==> src/rtl/core/ssr_pkg.sv <==
`default_nettype none

package ssr_pkg;

    localparam int MAX_WIDTH  = 512;
    localparam int MAX_HEIGHT = 4096;
    localparam int LANES      = 8;
    localparam int OUT_DEPTH  = 2;

    localparam logic [2:0] CFG_CENTER_X      = 3'd0;
    localparam logic [2:0] CFG_CENTER_Y      = 3'd1;
    localparam logic [2:0] CFG_RADIUS        = 3'd2;
    localparam logic [2:0] CFG_INV_RADIUS_SQ = 3'd3;
    localparam logic [2:0] CFG_IMAGE_WIDTH   = 3'd4;
    localparam logic [2:0] CFG_IMAGE_HEIGHT  = 3'd5;
    localparam logic [2:0] CFG_LINE_STRIDE   = 3'd6;

    typedef struct packed {
        logic [15:0] center_x;
        logic [15:0] center_y;
        logic [15:0] radius;
        logic [47:0] inv_radius_sq;
        logic [9:0]  image_width;
        logic [12:0] image_height;
        logic [15:0] line_stride;
    } cfg_t;

    // One row's span as handed from the front part to the back part.
    typedef struct packed {
        logic [27:0] row_base;
        logic [15:0] lx2;
        logic [11:0] il;
        logic [8:0]  ir;
        logic [31:0] dy2;
    } span_t;

    typedef struct packed {
        logic [27:0] byte_address;
        logic [8:0]  column_start;
        logic [63:0] pixel_bytes;
        logic [7:0]  byte_enable;
        logic        last_group;
    } group_t;

    typedef struct packed {
        logic        en;
        logic [2:0]  lane;
        logic [27:0] addr;
        logic [8:0]  col;
        logic        last;
    } pix_t;

    typedef enum logic [4:0] {
        F_IDLE = 5'b00001,
        F_MUL  = 5'b00010,
        F_PREP = 5'b00100,
        F_SQRT = 5'b01000,
        F_SPAN = 5'b10000
    } front_state_t;

endpackage

`default_nettype wire

==> src/rtl/core/ssr_front.sv <==
`default_nettype none

module ssr_front (
    input  logic           clk,
    input  logic           rst_n,
    input  ssr_pkg::cfg_t  cfg,
    input  logic           push,
    input  logic [11:0]    row_index,
    output logic           full,
    output ssr_pkg::span_t span,
    output logic           span_valid,
    input  logic           span_ready
);
    import ssr_pkg::*;

    front_state_t state_reg, state_next;
    logic [11:0]  row_reg, row_next;
    logic [31:0]  dy2_reg, dy2_next;
    logic [31:0]  r2_reg, r2_next;
    logic [27:0]  base_reg, base_next;
    logic [31:0]  sx_reg, sx_next;
    logic [19:0]  rem_reg, rem_next;
    logic [15:0]  root_reg, root_next;
    logic [3:0]   cnt_reg, cnt_next;

    logic [9:0]         w_cl;
    logic [8:0]         w_m1;
    logic [12:0]        h_cl;
    logic [11:0]        h_m1;
    logic signed [17:0] lo_x, lo_y;
    logic [17:0]        hi_x, hi_y;
    logic [11:0]        lx, ly, ry;
    logic [8:0]         rx;
    logic               in_box;
    logic signed [17:0] dy;
    logic [15:0]        ady;
    logic [19:0]        rem_sh, trial;
    logic signed [16:0] cxm;
    logic [16:0]        cxp, rx16;
    logic [15:0]        lx16, lx2;
    logic [12:0]        rx2;
    logic [11:0]        il;
    logic [8:0]         ir;
    logic               nonempty;

    // Bounding box of the circle, clipped to the image.
    always_comb
    begin
        w_cl = cfg.image_width;
        if (w_cl == 10'd0)
        begin
            w_cl = 10'd1;
        end
        else if (w_cl > 10'(MAX_WIDTH))
        begin
            w_cl = 10'(MAX_WIDTH);
        end
        w_m1 = 9'(w_cl - 10'd1);
        h_cl = cfg.image_height;
        if (h_cl == 13'd0)
        begin
            h_cl = 13'd1;
        end
        else if (h_cl > 13'(MAX_HEIGHT))
        begin
            h_cl = 13'(MAX_HEIGHT);
        end
        h_m1 = 12'(h_cl - 13'd1);

        lo_x = $signed({2'b00, cfg.center_x}) - $signed({2'b00, cfg.radius});
        lo_y = $signed({2'b00, cfg.center_y}) - $signed({2'b00, cfg.radius});
        lx   = lo_x[17] ? 12'd0 : lo_x[15:4];
        ly   = lo_y[17] ? 12'd0 : lo_y[15:4];
        hi_x = {2'b00, cfg.center_x} + {2'b00, cfg.radius} + 18'd15;
        hi_y = {2'b00, cfg.center_y} + {2'b00, cfg.radius} + 18'd15;
        rx   = (hi_x[17:4] > {5'b0, w_m1}) ? w_m1 : hi_x[12:4];
        ry   = (hi_y[17:4] > {2'b0, h_m1}) ? h_m1 : hi_y[15:4];
        in_box = (row_reg >= ly) && (row_reg < ry);
    end

    // Span ends from the root.
    always_comb
    begin
        cxm  = $signed({1'b0, cfg.center_x}) - $signed({1'b0, root_reg});
        lx16 = {lx, 4'b0000};
        lx2  = (cxm > $signed({1'b0, lx16})) ? cxm[15:0] : lx16;
        cxp  = {1'b0, cfg.center_x} + {1'b0, root_reg};
        rx16 = {4'b0000, rx, 4'b0000};
        rx2  = (cxp < rx16) ? cxp[12:0] : rx16[12:0];
        il   = lx2[15:4];
        ir   = rx2[12:4];
        nonempty = ({3'b000, ir} > il);
    end

    assign full          = (state_reg != F_IDLE);
    assign span_valid    = (state_reg == F_SPAN) && nonempty;
    assign span.row_base = base_reg;
    assign span.lx2      = lx2;
    assign span.il       = il;
    assign span.ir       = ir;
    assign span.dy2      = dy2_reg;

    always_comb
    begin
        state_next = state_reg;
        row_next   = row_reg;
        dy2_next   = dy2_reg;
        r2_next    = r2_reg;
        base_next  = base_reg;
        sx_next    = sx_reg;
        rem_next   = rem_reg;
        root_next  = root_reg;
        cnt_next   = cnt_reg;
        dy         = $signed({2'b00, row_reg, 4'b0000}) - $signed({2'b00, cfg.center_y});
        ady        = dy[17] ? 16'(-dy) : dy[15:0];
        rem_sh     = {rem_reg[17:0], sx_reg[31:30]};
        trial      = {2'b00, root_reg, 2'b01};
        case (state_reg)
            F_IDLE:
            begin
                if (push)
                begin
                    row_next   = row_index;
                    state_next = F_MUL;
                end
            end
            F_MUL:
            begin
                dy2_next   = 32'(ady) * 32'(ady);
                r2_next    = 32'(cfg.radius) * 32'(cfg.radius);
                base_next  = 28'(row_reg) * 28'(cfg.line_stride);
                state_next = in_box ? F_PREP : F_IDLE;
            end
            F_PREP:
            begin
                sx_next    = (r2_reg > dy2_reg) ? (r2_reg - dy2_reg) : 32'd0;
                rem_next   = 20'd0;
                root_next  = 16'd0;
                cnt_next   = 4'd15;
                state_next = F_SQRT;
            end
            F_SQRT:
            begin
                // One result bit per cycle, two radicand bits brought down each step.
                if (rem_sh >= trial)
                begin
                    rem_next  = rem_sh - trial;
                    root_next = {root_reg[14:0], 1'b1};
                end
                else
                begin
                    rem_next  = rem_sh;
                    root_next = {root_reg[14:0], 1'b0};
                end
                sx_next  = {sx_reg[29:0], 2'b00};
                cnt_next = cnt_reg - 4'd1;
                if (cnt_reg == 4'd0)
                begin
                    state_next = F_SPAN;
                end
            end
            F_SPAN:
            begin
                if (!nonempty || span_ready)
                begin
                    state_next = F_IDLE;
                end
            end
            default:
            begin
                state_next = F_IDLE;
            end
        endcase
    end

    always_ff @(posedge clk or negedge rst_n)
    begin
        if (!rst_n)
        begin
            state_reg <= F_IDLE;
        end
        else
        begin
            state_reg <= state_next;
        end
    end

    always_ff @(posedge clk)
    begin
        row_reg  <= row_next;
        dy2_reg  <= dy2_next;
        r2_reg   <= r2_next;
        base_reg <= base_next;
        sx_reg   <= sx_next;
        rem_reg  <= rem_next;
        root_reg <= root_next;
        cnt_reg  <= cnt_next;
    end

    a_sqrt_done: assert property (@(posedge clk) disable iff (!rst_n)
        (state_reg == F_SQRT && cnt_reg == 4'd0) |=> (state_reg == F_SPAN))
        else $error("root iteration did not end in span state");

endmodule

`default_nettype wire

==> config.mk <==
export PLATFORM = sky130hd
export DESIGN_NAME = ssr_front
export DESIGN_NICKNAME = d
export VERILOG_FILES = /design/src/rtl/core/ssr_pkg.sv /design/src/rtl/core/ssr_front.sv
export SDC_FILE = /design/constraint.sdc
export NUM_CORES = 2
export LEC_CHECK = 0
export ABC_AREA = 1
export BUFFER_PORTS_ARGS = -buffer_cell sky130_fd_sc_hd__buf_4
export CAP_MARGIN = 0
export CELL_PAD_IN_SITES_DETAIL_PLACEMENT = 0
export CELL_PAD_IN_SITES_GLOBAL_PLACEMENT = 2
export CORE_MARGIN = 2
export CORE_UTILIZATION = 40
export CTS_CLUSTER_SIZE = 20
export DETAILED_ROUTE_END_ITERATION = 8
export PLACE_DENSITY = 0.86
export SETUP_SLACK_MARGIN = 0.1
export SLEW_MARGIN = 20
export SYNTH_ARGS = -nofsm -noshare
export SYNTH_HDL_FRONTEND = slang
export SYNTH_SLANG_ARGS = --single-unit
==> constraint.sdc <==
create_clock -name clk -period 23.5 [get_ports clk]
set_input_delay 1.175 -clock clk [delete_from_list [all_inputs] [get_ports clk]]
set_output_delay 1.175 -clock clk [all_outputs]
set_load 0.01 [all_outputs]
# [After elaboration in Yosys (flattened, before gate mapping)]
# Cells that the tools add are included.
[totals] output_inout_bits=99 register_bits=179 wordCells=80 in_bits=151
[op_classes] n_mul=3 order_cmp=11 eq_ne=9 n_addsub=15 n_reduce_logical=10 mux=23
[ops] operator="$sub 16x16->17" n=4
[ops] operator="$mul 16x16->32" n=2
[ops] operator="$pmux 32 s2" n=1
[ops] operator="$mux 12" n=5
[ops] operator="$add 16x16->17" n=3
[ops] operator="$add 17x4->18 const B" n=2
[ops] operator="$pmux 18 s2" n=1
[ops] operator="$gt 32x32->1" n=1
[ops] operator="$mux 16" n=2
[ops] operator="$mux 32" n=1
[ops] operator="$pmux 16 s2" n=1
[ops] operator="$sub 32x32->32" n=1
[ops] operator="$mul 12x16->28" n=1
[ops] operator="$mux 9" n=3
[ops] operator="$pmux 5 s5" n=1
[ops] operator="$ge 20x18->1" n=1
[ops] operator="$mux 18" n=1
[ops] operator="$sub 18x18->18" n=1
[ops] operator="$gt 17x17->1" n=1
[ops] operator="$lt 17x13->1" n=1
[ops] operator="$neg 16->16" n=1
[ops] operator="$mux 5" n=3
[ops] operator="$gt 14x12->1" n=1
[ops] operator="$gt 14x9->1" n=1
[ops] operator="29 further kinds" n=31

# [Longest topological paths before layout]
[depth] word_depth=13 depth_mapped=51 mapped_depth_nobuf=48

# [Worst setup path after synthesis]
# OpenSTA, ideal clock, no wires.
[synth_path] path_kind="input-to-reg" from="input cfg[103] (netlist name)" to="register dy2_reg[24], data pin" setup_slack_ps=14874 n_path_buf=3 t_required_ps=23240 setup_time_ps=260 path_stages=40 arrival_time_ps=8366 path_cell_list="clkinv_1 > clkbuf_1 > ha_1 > nand3_2 > o21ai_2 > nand3_1 > nand2_1 > nand3_1 > o21ai_2 > nand3_1 > nor2_2 > nor2_4 > buf_4 > nand3b_1 > nand2_1 > inv_2 > buf_2 > nor2_1 > (+4 left out) > fa_1 > inv_1 > fa_1 > inv_1 > fa_1 > inv_1 > fa_1 > inv_1 > ha_1 > a21oi_1 > o21ai_1 > a21boi_0 > o21ai_1 > a21oi_1 > o21ai_1 > nand3_1 > nand2_1 > xor2_1"
[synth_between] elab_chain_len=4
[synth_lines] element="start, declared" line_no="ssr_front.sv:6" text="input ssr_pkg::cfg_t cfg,"
[synth_lines] element="$sub 16x16->17 (*)" line_no="ssr_front.sv:114" text="dy = $signed({2'b00, row_reg, 4'b0000}) - $signed({2'b00, cfg.center_y});"
[synth_lines] element="$neg 16->16" line_no="ssr_front.sv:115" text="ady = dy[17] ? 16'(-dy) : dy[15:0];"
[synth_lines] element="$mux 16 (*)" line_no="ssr_front.sv:115"
[synth_lines] element="$mul 16x16->32 (*)" line_no="ssr_front.sv:129" text="dy2_next = 32'(ady) * 32'(ady);"
[synth_lines] element="end signal, assigned" line_no="ssr_front.sv:191" text="dy2_reg <= dy2_next;"
[synth_lines] element="end, declared" line_no="ssr_front.sv:18" text="logic [31:0] dy2_reg, dy2_next;"
# Every way passes the cells marked *; elsewhere a longest branch is shown, timed or not.
# A chain may end at the register's enable or synchronous reset.

# [Worst setup path in the final report]
# Ends and elaborated chain as after synthesis.

==> flow_summary.ini <==
[worst_setup_path]
reg2reg_depth = 34
max_stage_delay_ns = 0.58
crit_top_cell = fa_1
r2r_slack_ns = 14.64
cp_slowest_cell = clkinv_1
timing.rr.start = row_reg[5]
reg2reg_to = dy2_reg[24]
crit_family = adder cells
required_ns = 23.78
critPathBufInv = 8
crit_path_start_kind = input port
path_class = input port to flop
cp_max_fo = 19
endpoint_kind = flop
arrival_ns = 10.04

[timing]
skew_ns = 0.0175
layout_min_cycle_time_ns = 9.76
min_period_over_period_pct = 41.5
slew_violations = 0
fin_tns_setup_ns = 0
rsz0062_at_grt = no
fmax_mhz = 102
finalSetupViolations = 0
max_slew_margin_pct = 34.3
hold_viol_final = 0
worst_pin_slew_ns = 0.985

[synthesis]
synth_seq_cells = 177
syn-num-nets = 5759
yosysSeqAreaShare_pct = 14.3
async_flop_share_pct = 2.82
netlist.area_leader.share_pct = 25.5
synth_common_cells = inv_1 (1081), nand2_1 (901), ha_1 (514), fa_1 (471), nor2_1 (276)
yosysMostFrequentCell = inv_1
synth_warnings = 0
synth_top_cell_by_area = fa_1
synth-main-ff-cell = edfxtp_1
synthCells = 4623
syn_area_um2 = 37000
synth_edf_count = 172
ys_types = 69
synth.avg_cell_area_um2 = 8.01
synthTopCellsByArea = fa_1 (25%), ha_1 (17%), edfxtp_1 (14%)

[finish]
nFillCells = 9397
multiInputGateArea_um2 = 27000
layout-area-overhead-vs-synth_pct = 8.66
finalNonFillerCells = 5935
final_core_util_pct = 43.9
antennaDiodeCount = 0
nets = 5872
fin_area_um2 = 40200
largest_reg_flops = 32
drive_gt1_share_pct = 7.31
seq_area_um2 = 5290

[clock_network]
holdBufCountCts = 0
cts_setup_buffers = 0
htreeDepth = 4
cts_tree = yes
cts_buffers = 17
cts_resized = 0
cts.clk_slew.worst_paths_ns = 0.09
clock_latency_ns = 0.54
cts_sinks = 177
cts_buffer_depth = 2
cts_root_buf = clkbuf_16

[placement]
gp_congestion = 0.859
dpl.cell_count = 5903
hpwl_mm = 83.3
portBuffers = 200
post_dp_cell_area_um2 = 39600

[drt]
totalWireLength_mm = 100
wl_per_cell_um = 16.9
vias = 29010
drt-initial-drc-count = 1611
antenna_left = 0
route.detailed.drc = 0
vias_per_cell = 4.89
dr.pass1.iters = 6

[die]
pin_count = 250
dieArea_um2 = 95000
initial_utilization_pct = 40.4
fp.dieH_um = 308
fp.coreArea_um2 = 91700
die_x_um = 308
rows = 111

[run]
max_cap_violations = 0

[global_routing]
grt_usage_pct = 22.0
grt_max_degree = 63
grt_pass1_vias = 29837
antenna_found_initial = 3
grt_pass1_wl_mm = 162
grt_overflow_total = 0

[min_path]
hold_class = input port to async pin

[run_status]
status = finished, final reports clean
[cell type report]
cell class                      count  area share (%)
Tap cell                         1186            3.69
Clock inverter                     15           0.466
Inverter                         1102            10.3
Sequential cell                   177            13.2
Timing Repair Buffer              224            4.18
Clock buffer                       17            1.06
Multi-Input combinational cell   3214            67.2
[logic make-up after synthesis]
family / count (synthesis) / synth area share, %
other cells: 1 / 0.0101
buf+inv: 1232 / 12.8
flops: 177 / 14.3
xor+xnor: 206 / 4.91
simple gates: 1443 / 16.2
fa+ha+maj: 985 / 42.8
compound gates: 579 / 8.97
[layer usage]
metal	vias to the layer above	part of all wire [%]	global-route usage, %
li1	14570	-	-
met1	13915	46	29.6
met2	435	48	37.3
met3	84	3.8	3.36
met4	6	1.7	4.82
met5	-	0.040	0
[worst register-to-register path, delay by kind of cell, from the launching register on]
family	cells	cell delay (ns)
AO/OA/AOI/OAI	9	1.83
XOR/XNOR	1	0.17
adder cells (fa/ha/maj)	8	3.60
buffers and inverters	7	0.98
flip-flops	1	0.36
AND/OR/NAND/NOR	9	1.68
[worst max-delay path by stage]
stage               startpoint          end  depth (start not counted)
finish                cfg[103]  dy2_reg[24]                         37
global route          cfg[103]  dy2_reg[26]                         37
CTS                   cfg[103]  dy2_reg[24]                         37
detailed placement    cfg[103]  dy2_reg[24]                         37
global placement      cfg[103]  dy2_reg[24]                         37
floorplan             cfg[103]  dy2_reg[24]                         40
[stage by stage]
stage,hold WS (ns),setup WS (ns)
floorplan,0.494,14.87
global placement,0.498,13.14
detailed placement,0.512,13.13
CTS,0.395,13.69
global route,0.402,13.06
finish,0.428,13.74
[cell usage in the layout, fill, tap and decap left out, types with 15 or more instances in the layout]
cell	n
a21o_1	15
a21oi_1	263
a31oi_1	18
buf_4	224
clkbuf_16	17
edfxtp_1	172
fa_1	471
ha_1	514
inv_1	1081
inv_2	20
nand2_1	899
nand2_2	16
nand3_1	127
nand4_1	25
nor2_1	276
nor3_1	31
o21ai_0	163
o21bai_1	26
xnor2_1	69
xor2_1	134
Power is left out: the tool's default activity adds up to more than one toggle a clock period on the data nets, which glitch-free logic cannot reach.
