### src/rtl/core/ssr_fifo.sv
`default_nettype none

module ssr_fifo #(
    parameter int WIDTH = 8
) (
    input  logic             clk,
    input  logic             rst_n,
    input  logic             push,
    input  logic [WIDTH-1:0] wdata,
    input  logic             pop,
    output logic [WIDTH-1:0] rdata,
    output logic             full,
    output logic             empty
);

    logic [WIDTH-1:0] mem_reg [2];
    logic             wp_reg, wp_next;
    logic             rp_reg, rp_next;
    logic [1:0]       cnt_reg, cnt_next;
    logic             do_push, do_pop;

    assign full    = (cnt_reg == 2'd2);
    assign empty   = (cnt_reg == 2'd0);
    assign do_push = push && !full;
    assign do_pop  = pop && !empty;
    assign rdata   = mem_reg[rp_reg];

    always_comb
    begin
        wp_next  = do_push ? ~wp_reg : wp_reg;
        rp_next  = do_pop ? ~rp_reg : rp_reg;
        cnt_next = cnt_reg;
        if (do_push && !do_pop)
        begin
            cnt_next = cnt_reg + 2'd1;
        end
        else if (do_pop && !do_push)
        begin
            cnt_next = cnt_reg - 2'd1;
        end
    end

    always_ff @(posedge clk or negedge rst_n)
    begin
        if (!rst_n)
        begin
            wp_reg  <= 1'b0;
            rp_reg  <= 1'b0;
            cnt_reg <= 2'd0;
        end
        else
        begin
            wp_reg  <= wp_next;
            rp_reg  <= rp_next;
            cnt_reg <= cnt_next;
        end
    end

    always_ff @(posedge clk)
    begin
        if (do_push)
        begin
            mem_reg[wp_reg] <= wdata;
        end
    end

endmodule

`default_nettype wire

### config.mk
export PLATFORM = sky130hd
export DESIGN_NAME = ssr_fifo
export DESIGN_NICKNAME = d
export VERILOG_FILES = /design/src/rtl/core/ssr_fifo.sv
export SDC_FILE = /design/constraint.sdc
export NUM_CORES = 1
export LEC_CHECK = 0
export BUFFER_PORTS_ARGS = -buffer_cell sky130_fd_sc_hd__buf_2
export CELL_PAD_IN_SITES_DETAIL_PLACEMENT = 0
export CELL_PAD_IN_SITES_GLOBAL_PLACEMENT = 1
export CORE_UTILIZATION = 43
export DETAILED_ROUTE_END_ITERATION = 6
export GPL_TIMING_DRIVEN = 0
export PLACE_DENSITY = 0.86
export SLEW_MARGIN = 5
export SYNTH_ARGS = -nofsm -noshare
export SYNTH_HDL_FRONTEND = slang
export SYNTH_SLANG_ARGS = --single-unit
### constraint.sdc
create_clock -name clk -period 4.4 [get_ports clk]
set_input_delay 0.22 -clock clk [delete_from_list [all_inputs] [get_ports clk]]
set_output_delay 0.22 -clock clk [all_outputs]
set_load 0.01 [all_outputs]
======== Yosys cells after proc, flatten, opt, wreduce, memory -nomap -nowiden ========
Memory sizes are Yosys's and may differ from the RTL's.
Cells that the tools add are included.
cells by class
  $add $sub $neg .......................... 2
  reductions and logical operators ........ 10
  $lt $le $gt $ge ......................... 0
  equality and inequality tests ........... 1
  multiply operators ...................... 0
  multiplexer cells ....................... 4
  shifts and indexed selects .............. 0
  bitwise gates (word level) .............. 2
  div/mod/pow operators ................... 0
operator list
  operator                                           number
  logical AND 1 bit                                  4
  logical NOT 1 bit                                  4
  two-way mux 2 bit                                  2
  adder 2 x 1 -> 2 bit (second input constant)       1
  equality test 2 bit (second input constant)        1
  logical NOT 2 bit                                  1
  two-way mux 1 bit                                  2
  inverter 1 bit                                     2
  nonzero test 2 bit                                 1
  subtractor 2 x 1 -> 2 bit (second input constant)  1
word-level totals
  latch bits .............................. 0
  output and inout port bits .............. 10
  ROM bits ................................ 0
  register bits after elaboration ......... 4
  RAM bits ................................ 16
  word-level logic and storage cells ...... 23
  memories ................................ 1
  input port bits ......................... 12
memories
  name     words  width  read ports  clocked after Yosys merged registers in  write ports  line  RTL
  mem_reg  2      8      1           0                                        1            16    logic [WIDTH-1:0] mem_reg [2];

======== Longest topological paths before layout ========
Gate-level depths: netlist of the first run.
  depth after elaboration ................. 7
  mapped depth ............................ 7
  gate-level depth less buffers ........... 7

======== Least setup slack after synthesis of the first run ========
No wires, ideal clock.
  path kind ............................... register to register
  from .................................... register cnt_reg[0]
  to ...................................... memory mem_reg[0][0] (enable)
  path buffers ............................ 0
  data required time ...................... 4.030 ns
  setup slack ............................. 3.008 ns
  library setup time ...................... 0.370 ns
  stages on the path, launching flop included .. 4
  data arrival time ....................... 1.022 ns
  period minus slack after synthesis ...... 1.392 ns
  cell sequence ........................... dfrtp_1 nand2b_1 nand2_2 nor2_1
between the ends
  longest elaborated chain between the ends .. 5
ends and longest elaborated chain
  item                                     line  RTL
  start, declared                          19    logic [1:0] cnt_reg, cnt_next;
  start signal, assigned                   55    cnt_reg <= cnt_next;
  equality test 2 bit                      22    assign full = (cnt_reg == 2'd2);
  logical NOT 1 bit                        24    assign do_push = push && !full;
  logical AND 1 bit                        24
  two-way mux 1 bit                        61    if (do_push)
  two-way mux 1 bit (not written as such)  63    mem_reg[wp_reg] <= wdata;
  end, declared                            16
Every way passes these cells.

======== Worst setup path after layout of the first run ========
  from .................................... register cnt_reg[0]
  to ...................................... memory mem_reg[0][2] (enable)
The elaborated chain is that of the path after synthesis.

==> impl_metrics.yaml, run 1 <==
run_status:
  status: "completed"
logic_synthesis:
  synth.most_common_cell: "edfxtp_1"
  ys_ff_latch: 20
  synth_top_family_by_area: "multiplexers"
  synth-adder-area-share: 0.01600
  ys_seq_area_frac: 0.7424
  ys.warnings.count: 0
  synth_area_leader_cell: "edfxtp_1"
  synth_compound_area_frac: 0.006400
  muxShareOfSynthArea: 0.1152
  syn_area_per_cell_um2: 17.77
  ys_top_cells_by_area: "edfxtp_1 (61%), dfrtp_1 (13%), mux2_1 (8.6%)"
  synthCells: 44
  async_flop_share: 0.2000
  synth-xor-area-share: 0.06560
  synth-simple-area-share: 0.03840
  syn_nets: 57
  ys.flop_type: "edfxtp_1"
  synth_edf_count: 16
  synth.distinct_cells: 15
  synth_commonest_cells: "edfxtp_1 (16), mux2_1 (6), dfrtp_1 (4), nor2_1 (3)"
  syn_area_um2: 782.0
  yosysTopAreaCellShare: 0.6144
detailed_routing:
  vias: 431
  route.detailed.drc: 0
  avgViaCountPerCell: 4.537
  routed_wirelength_um: 1109
  first_iter_violations: 8
  drt.antenna.violating_nets: 0
  wl_per_cell_um: 11.67
  drt_pass1_iterations: 2
worst_hold_path:
  hold_depth: 1
  hp-class: "input pin to flop"
clocking:
  post_cts_resized: 0
  numCtsBuffers: 3
  clock-root-buffer: "clkbuf_4"
  ctsLongestPathBuffers: 2
  clk_pin_slew_ns: 0.11
  cts.sinks: 20
  clk_latency_ns: 0.30
  cts_tree: "yes"
  cts_max_level: 1
flow_run:
  maxCapViolCount: 0
die:
  die_w_um: 44.65
  core_um2: 1708
  start_util: 0.4579
  die_h_um: 44.65
  fp.dieArea_um2: 1993
  io_pins: 22
  rows: 15
global_routing:
  grt_pass1_vias: 378
  grt_max_degree: 12
  grt_pass1_wl_um: 1628
  antenna_found_initial: 0
  overflow: 0
  track_usage: 0.1286
power:
  power.total_mw: 0.5847
  combPwrFrac: 0.356
  peakVddDrop_uv: 336.7
  power_frac_clock: 0.148
  power_density_nw_per_um2: 612.4
  switching_share: 0.3143
  p_int_mw: 0.4009
  p_sw_mw: 0.1837
  p_leak_nw: 0.3973
  p_seq_frac: 0.496
sta:
  worst_pin_slew_ns: 0.6503
  setup-tns-final_ns: 0
  clock_skew_ns: 0.009215
  period_share: 0.3634
  min_period_ns: 1.599
  maxSlewHeadroom: 0.5649
  rsz0062_at_grt: "no"
  hold_viol_final: 0
  fin_ws_ns: 2.801
  setup_viol: 0
  timing.fmax_ghz: 0.6253
  slew_viol_final: 0
worst_setup_path:
  crit_path_end_kind: "flop"
  cp.required_ns: 4.33
  cp-start-kind: "flop"
  path_cells: "nand2b_1 > nand2_2 > nor2_1"
  r2r_setup_slack_ns: 2.80
  slowest_delay_ns: 0.51
  worstSetupPathDepth: 3
  reg2regPathDepth: 3
  crit_family: "simple AND/OR/NAND/NOR gates"
  crit_arrival_ns: 1.53
  cp_slowest_cell: "nor2_1"
  path_class: "flop to flop"
  crit_buf_inv: 0
  critPathMaxFanout: 8
place:
  dp.cells: 90
  place.gp.congestion: 0.6627
  dp_slack_ns: 2.798
  dpl-instance-area_um2: 918.4
  io_buffers: 21
cells_and_area:
  design_area_um2: 954.7
  diodes: 0
  layout-drive-gt1-share: 0.4143
  largest_reg_flops: 16
  area_growth_pct: 22.08
  nFillCells: 158
  final_cells: 95
  finalNetCount: 84
metal layers:
| metal | up-vias | part of all wire | wire length [um] | global-route usage |
|---|---|---|---|---|
| met4 | 0 | 0.013 | 14 | 0.07273 |
| met5 | - | 0 | 0 | 0 |
| met3 | 2 | 0.069 | 77 | 0.06122 |
| met1 | 203 | 0.42 | 462 | 0.1366 |
| met2 | 16 | 0.50 | 555 | 0.2088 |
| li1 | 210 | - | - | - |
placed cells by master, fill, tap and decap left out:
cell,n
and3_1,1
nor2_1,3
clkbuf_1,1
xor2_1,2
mux2_2,2
mux2_1,6
buf_2,22
clkbuf_4,3
o21ai_1,1
nand2b_1,1
dlygate4sd3_1,1
nand2_2,1
xnor2_1,2
xnor2_2,1
inv_1,2
ha_1,1
edfxtp_1,16
dfrtp_1,4
worst paths after layout:
path / startpoint / end
max: cnt_reg[0] / mem_reg[0][2]
min: wdata[5] / mem_reg[0][5]
max reg2reg: cnt_reg[0] / mem_reg[0][2]
min reg2reg: cnt_reg[1] / cnt_reg[1]
max in group asynchronous: rst_n / wp_reg
min in group asynchronous: rst_n / cnt_reg[0]
repair_timing:
item	4_1_cts	5_1_grt
hold endpoints to repair	4	0
buffers inserted	0	0
hold buffers	1	0
cell type report:
| class | instances | area, um^2 | share of cell area |
|---|---|---|---|
| buffer | 1 | 5.005 | 0.005242 |
| clock buffer | 4 | 26.28 | 0.02752 |
| inverter | 2 | 7.507 | 0.007864 |
| multi-input combinational | 21 | 188.9 | 0.1979 |
| sequential | 20 | 580.6 | 0.6081 |
| tap | 25 | 31.28 | 0.03277 |
| timing repair buffer | 22 | 115.1 | 0.1206 |
cell families after synthesis:
logic type / after synthesis
flops: 20
mux: 8
simple gates: 6
xor+xnor: 5
buf+inv: 3
compound gates: 1
fa+ha+maj: 1
power by group through the flow:
stage               sequential (mW)  clock (mW)  combinational (mW)
finish                        0.290      0.0865               0.208
global placement              0.292           0               0.209
detailed placement            0.295           0               0.212
CTS                           0.291      0.0898               0.213
floorplan                     0.288           0               0.149
global route                  0.295       0.101               0.231
per-stage QoR:
| step | hold WS [ns] | util |
|---|---|---|
| global route | 0.07110 | 0.5590 |
| CTS | 0.09513 | 0.5590 |
| global placement | 0.02996 | 0.5377 |
| detailed placement | 0.03539 | 0.5377 |
| floorplan | -0.07559 | - |
| finish | 0.1041 | 0.5590 |
Note: power is estimated with default switching activity, not from simulation.
==> inputs of run 2 (changes only) <==
--- a/config.mk
+++ b/config.mk
@@ -8,10 +8,10 @@
 export BUFFER_PORTS_ARGS = -buffer_cell sky130_fd_sc_hd__buf_2
 export CELL_PAD_IN_SITES_DETAIL_PLACEMENT = 0
 export CELL_PAD_IN_SITES_GLOBAL_PLACEMENT = 1
-export CORE_UTILIZATION = 43
+export CORE_UTILIZATION = 40
 export DETAILED_ROUTE_END_ITERATION = 6
 export GPL_TIMING_DRIVEN = 0
-export PLACE_DENSITY = 0.86
+export PLACE_DENSITY = 0.81
 export SLEW_MARGIN = 5
 export SYNTH_ARGS = -nofsm -noshare
 export SYNTH_HDL_FRONTEND = slang
==> constraint.sdc (replaced) <==
create_clock -name clk -period 1.5 [get_ports clk]
set_input_delay 0.075 -clock clk [delete_from_list [all_inputs] [get_ports clk]]
set_output_delay 0.075 -clock clk [all_outputs]
set_load 0.01 [all_outputs]
==> impl_metrics.yaml, run 2 (synthesized netlist as in run 1, its figures left out) <==
die:
  start_util: 0.4386
  die_w_um: 46.22
  rows: 15
  core_um2: 1783
  die_h_um: 46.22
  io_pins: 22
  fp.dieArea_um2: 2136
sta:
  period_share: 0.9338
  setup-tns-final_ns: 0
  maxSlewHeadroom: 0.7109
  rsz0062_at_grt: "no"
  holdWs_ns: 0.07234
  min_period_ns: 1.401
  hold_viol_final: 0
  worst_pin_slew_ns: 0.4332
  setup_viol: 0
  fin_ws_ns: 0.09933
  timing.fmax_ghz: 0.7139
  slew_viol_final: 0
  clock_skew_ns: 0.007383
clocking:
  numCtsBuffers: 3
  cts_max_level: 1
  ctsLongestPathBuffers: 2
  cts_tree: "yes"
  clk_latency_ns: 0.29
  clock-root-buffer: "clkbuf_4"
  clk_pin_slew_ns: 0.10
  cts.sinks: 20
detailed_routing:
  drt_pass1_iterations: 4
  first_iter_violations: 3
  wl_per_cell_um: 11.67
  drt.antenna.violating_nets: 0
  routed_wirelength_um: 1225
  route.detailed.drc: 0
  vias: 452
  avgViaCountPerCell: 4.305
worst_hold_path:
  hp-class: "input pin to flop"
  hp-start: "pop"
worst_setup_path:
  cp.required_ns: 1.42
  timing.rr.start: "cnt_reg[0]"
  crit_path_end_kind: "output pin"
  cp-start-kind: "flop"
  path_class: "flop to output pin"
  critPathMaxFanout: 9
  startpoint: "rp_reg"
  crit_arrival_ns: 1.33
  r2r_setup_slack_ns: 0.11
cells_and_area:
  largest_reg_flops: 16
  finalNetCount: 94
  layout-drive-gt1-share: 0.4125
  diodes: 0
  layout_common_cells: "buf_2 (21), edfxtp_1 (16), dlygate4sd3_1 (9), mux2_1 (6)"
  design_area_um2: 1059
  area_growth_pct: 35.36
  final_common_cell: "buf_2"
place:
  hpwl_um: 824.5
  dpl-instance-area_um2: 918.4
  io_buffers: 21
  place.gp.congestion: 0.6766
  dp_slack_ns: -0.1269
global_routing:
  antenna_found_initial: 0
  track_usage: 0.1366
  grt_pass1_wl_um: 1869
  grt_max_degree: 12
  overflow: 0
  grt_pass1_vias: 437
power:
  power_density_nw_per_um2: 1691
  p_leak_nw: 0.4421
  peakVddDrop_uv: 930.1
flow_run:
  maxCapViolCount: 0
run_status:
  status: "completed"
-- run 2: worst max-delay path: stages (launching register included) --
cell and delay [ns]:
dfrtp_1 0.34, clkbuf_4 0.21, mux2_2 0.35, buf_2 0.14
-- run 2: layout make-up --
type	count	area [um^2]
tap	25	31.28
fill	151	724.4
sequential	20	580.6
clock buffer	3	22.52
buffer	1	7.507
clock inverter	1	3.754
multi-input combinational	21	195.2
inverter	2	7.507
timing repair buffer	32	210.2
-- run 2: timing repair --
| item | 4_1_cts | 5_1_grt |
|---|---|---|
| resized for setup | 1 | 2 |
| pin swaps | 0 | 1 |
| endpoints found under the hold margin | 20 | 0 |
| gates cloned | 0 | 0 |
| hold buffers | 9 | 0 |
| setup endpoints to repair | 9 | 9 |
| buffers inserted | 1 | 1 |
-- run 2: final timing paths --
| check | end | depth (start not counted) |
|---|---|---|
| setup / recovery | rdata[7] | 3 |
| hold / removal | rp_reg | 3 |
| setup reg to reg | cnt_reg[1] | 6 |
| hold reg to reg | wp_reg | 1 |
| max in group asynchronous | wp_reg | 2 |
| min in group asynchronous | rp_reg | 2 |
-- run 2: where the power goes --
part / internal [mW] / switching (mW) / leakage, nW
Combinational: 0.347 / 0.354 / 0.231
Sequential: 0.776 / 0.0691 / 0.195
Clock: 0.0967 / 0.147 / 0.0154
Total: 1.22 / 0.570 / 0.442
-- run 2: per-stage QoR --
| step | power (mW) | instances | util |
|---|---|---|---|
| after floorplan | 1.284 | 44 | - |
| after global placement | 1.473 | 90 | 0.5151 |
| after detailed placement | 1.498 | 90 | 0.5151 |
| after CTS | 1.786 | 104 | 0.5860 |
| after global routing | 1.919 | 105 | 0.5937 |
| final | 1.790 | 105 | 0.5937 |
-- run 2: layer usage --
layer / routed length, um / part of all wire / up-vias / track usage
li1: - / - / 228 / -
met1: 526 / 0.43 / 211 / 0.1347
met2: 643 / 0.52 / 11 / 0.2394
met3: 37 / 0.030 / 2 / 0.04706
met4: 17 / 0.014 / 0 / 0.08824
met5: 0 / 0 / - / 0
==> inputs of run 3 (changes only) <==
--- a/config.mk
+++ b/config.mk
@@ -8,10 +8,11 @@
 export BUFFER_PORTS_ARGS = -buffer_cell sky130_fd_sc_hd__buf_2
 export CELL_PAD_IN_SITES_DETAIL_PLACEMENT = 0
 export CELL_PAD_IN_SITES_GLOBAL_PLACEMENT = 1
-export CORE_UTILIZATION = 40
+export CORE_UTILIZATION = 43
+export CTS_BUF_LIST = sky130_fd_sc_hd__clkbuf_2 sky130_fd_sc_hd__clkbuf_4 sky130_fd_sc_hd__clkbuf_8
 export DETAILED_ROUTE_END_ITERATION = 6
 export GPL_TIMING_DRIVEN = 0
-export PLACE_DENSITY = 0.81
+export PLACE_DENSITY = 0.86
 export SLEW_MARGIN = 5
 export SYNTH_ARGS = -nofsm -noshare
 export SYNTH_HDL_FRONTEND = slang
==> impl_metrics.yaml, run 3 (synthesized netlist as in run 1, its figures left out) <==
cells_and_area:
  largest_reg_flops: 16
  nFillCells: 149
  layout_common_cells: "buf_2 (22), edfxtp_1 (16), dlygate4sd3_1 (9), mux2_1 (6)"
  diodes: 0
  layout-drive-gt1-share: 0.4304
  area_growth_pct: 36.16
  final_util: 0.6234
  final_common_cell: "buf_2"
  finalNetCount: 93
  final_cells: 104
flow_run:
  maxCapViolCount: 0
clocking:
  cts_tree: "yes"
  cts_max_level: 1
  clk_pin_slew_ns: 0.09
  numCtsBuffers: 3
  clk_latency_ns: 0.30
  cts.sinks: 20
  ctsLongestPathBuffers: 2
  clock-root-buffer: "clkbuf_4"
detailed_routing:
  avgViaCountPerCell: 4.423
  routed_wirelength_um: 1243
  route.detailed.drc: 0
  drt.antenna.violating_nets: 0
  vias: 460
  drt_pass1_iterations: 2
  wl_per_cell_um: 11.95
  first_iter_violations: 3
worst_setup_path:
  cp-start-kind: "flop"
  crit_path_end_kind: "output pin"
  crit_arrival_ns: 1.34
  critPathMaxFanout: 9
  path_class: "flop to output pin"
  cp.required_ns: 1.42
sta:
  clock_skew_ns: 0.008602
  worst_pin_slew_ns: 0.4108
  rsz0062_at_grt: "no"
  period_share: 0.9454
  maxSlewHeadroom: 0.7258
  hold_viol_final: 0
  setup_viol: 0
  timing.fmax_ghz: 0.7052
  min_period_ns: 1.418
  slew_viol_final: 0
worst_hold_path:
  hp-class: "input pin to flop"
global_routing:
  grt_pass1_wl_um: 1807
  antenna_found_initial: 0
  track_usage: 0.1434
  grt_max_degree: 12
  overflow: 0
  grt_pass1_vias: 424
die:
  fp.dieArea_um2: 1993
  die_h_um: 44.65
  core_um2: 1708
  rows: 15
  die_w_um: 44.65
  start_util: 0.4579
  io_pins: 22
place:
  dp.cells: 90
  io_buffers: 21
  place.gp.congestion: 0.6627
power:
  power_density_nw_per_um2: 1709
  p_leak_nw: 0.4484
  peakVddDrop_uv: 1086
run_status:
  status: "completed"
run 3: changes by cell type in the layout (fill, tap and decap cells not counted), sizes merged:
cell	delta
clkinv	-1
run 3: worst max-delay path, cell delays in order, from the launching register on:
cell and delay (ns):
dfrtp_1 0.33, buf_2 0.22, mux2_2 0.36, buf_2 0.14
run 3: final cells by class:
class | count | area [um^2] | area share
buffer | 1 | 5.005 | 0.004700
timing repair buffer | 31 | 202.7 | 0.1904
multi-input combinational | 21 | 207.7 | 0.1951
inverter | 2 | 7.507 | 0.007051
clock buffer | 4 | 30.03 | 0.02820
tap | 25 | 31.28 | 0.02938
sequential | 20 | 580.6 | 0.5452
run 3: power by group:
part           switching (mW)  internal [mW]  total, mW
clock network           0.150          0.122      0.272
registers              0.0735          0.776      0.849
logic                   0.350          0.349      0.699
total                   0.573           1.25       1.82
run 3: worst paths after layout:
path	end	start	cells after the start	slack, ns
min in group asynchronous	cnt_reg[0]	rst_n	2	0.10
hold reg to reg	wp_reg	wp_reg	1	0.54
setup / recovery	rdata[7]	rp_reg	3	0.08
setup reg to reg	cnt_reg[1]	cnt_reg[0]	7	0.12
hold / removal	rp_reg	pop	3	0.05
max in group asynchronous	wp_reg	rst_n	2	1.27
run 3: what timing repair did:
action                                  in CTS  in global routing
endpoints found under the hold margin       20                  0
gates resized for setup                      1                  3
hold buffers                                 9                  0
setup buffers                                1                  0
pin swaps                                    0                  2
endpoints found under the setup margin       9                  1
run 3: per-stage QoR:
stage               hold WS, ns  instance area [um^2]  setup TNS (ns)  power, mW  worst slack (ns)
floorplan               -0.2206                 782.0               0      1.284            0.1079
global placement        -0.1150                 918.4          -1.012      1.470           -0.1265
detailed placement      -0.1096                 918.4         -0.8151      1.486           -0.1020
CTS                     0.07071                  1049               0      1.808           0.05964
global route            0.03318                  1065               0      1.950          0.004735
finish                  0.05198                  1065               0      1.820           0.08197
run 3: per-layer routing:
layer,up-vias,share of wire,routed length (um),GRT usage
met1,213,0.41,510,0.1475
met3,2,0.056,69,0.06122
met5,-,0,0,0
li1,229,-,-,-
met4,0,0.011,14,0.07273
met2,16,0.52,649,0.2471
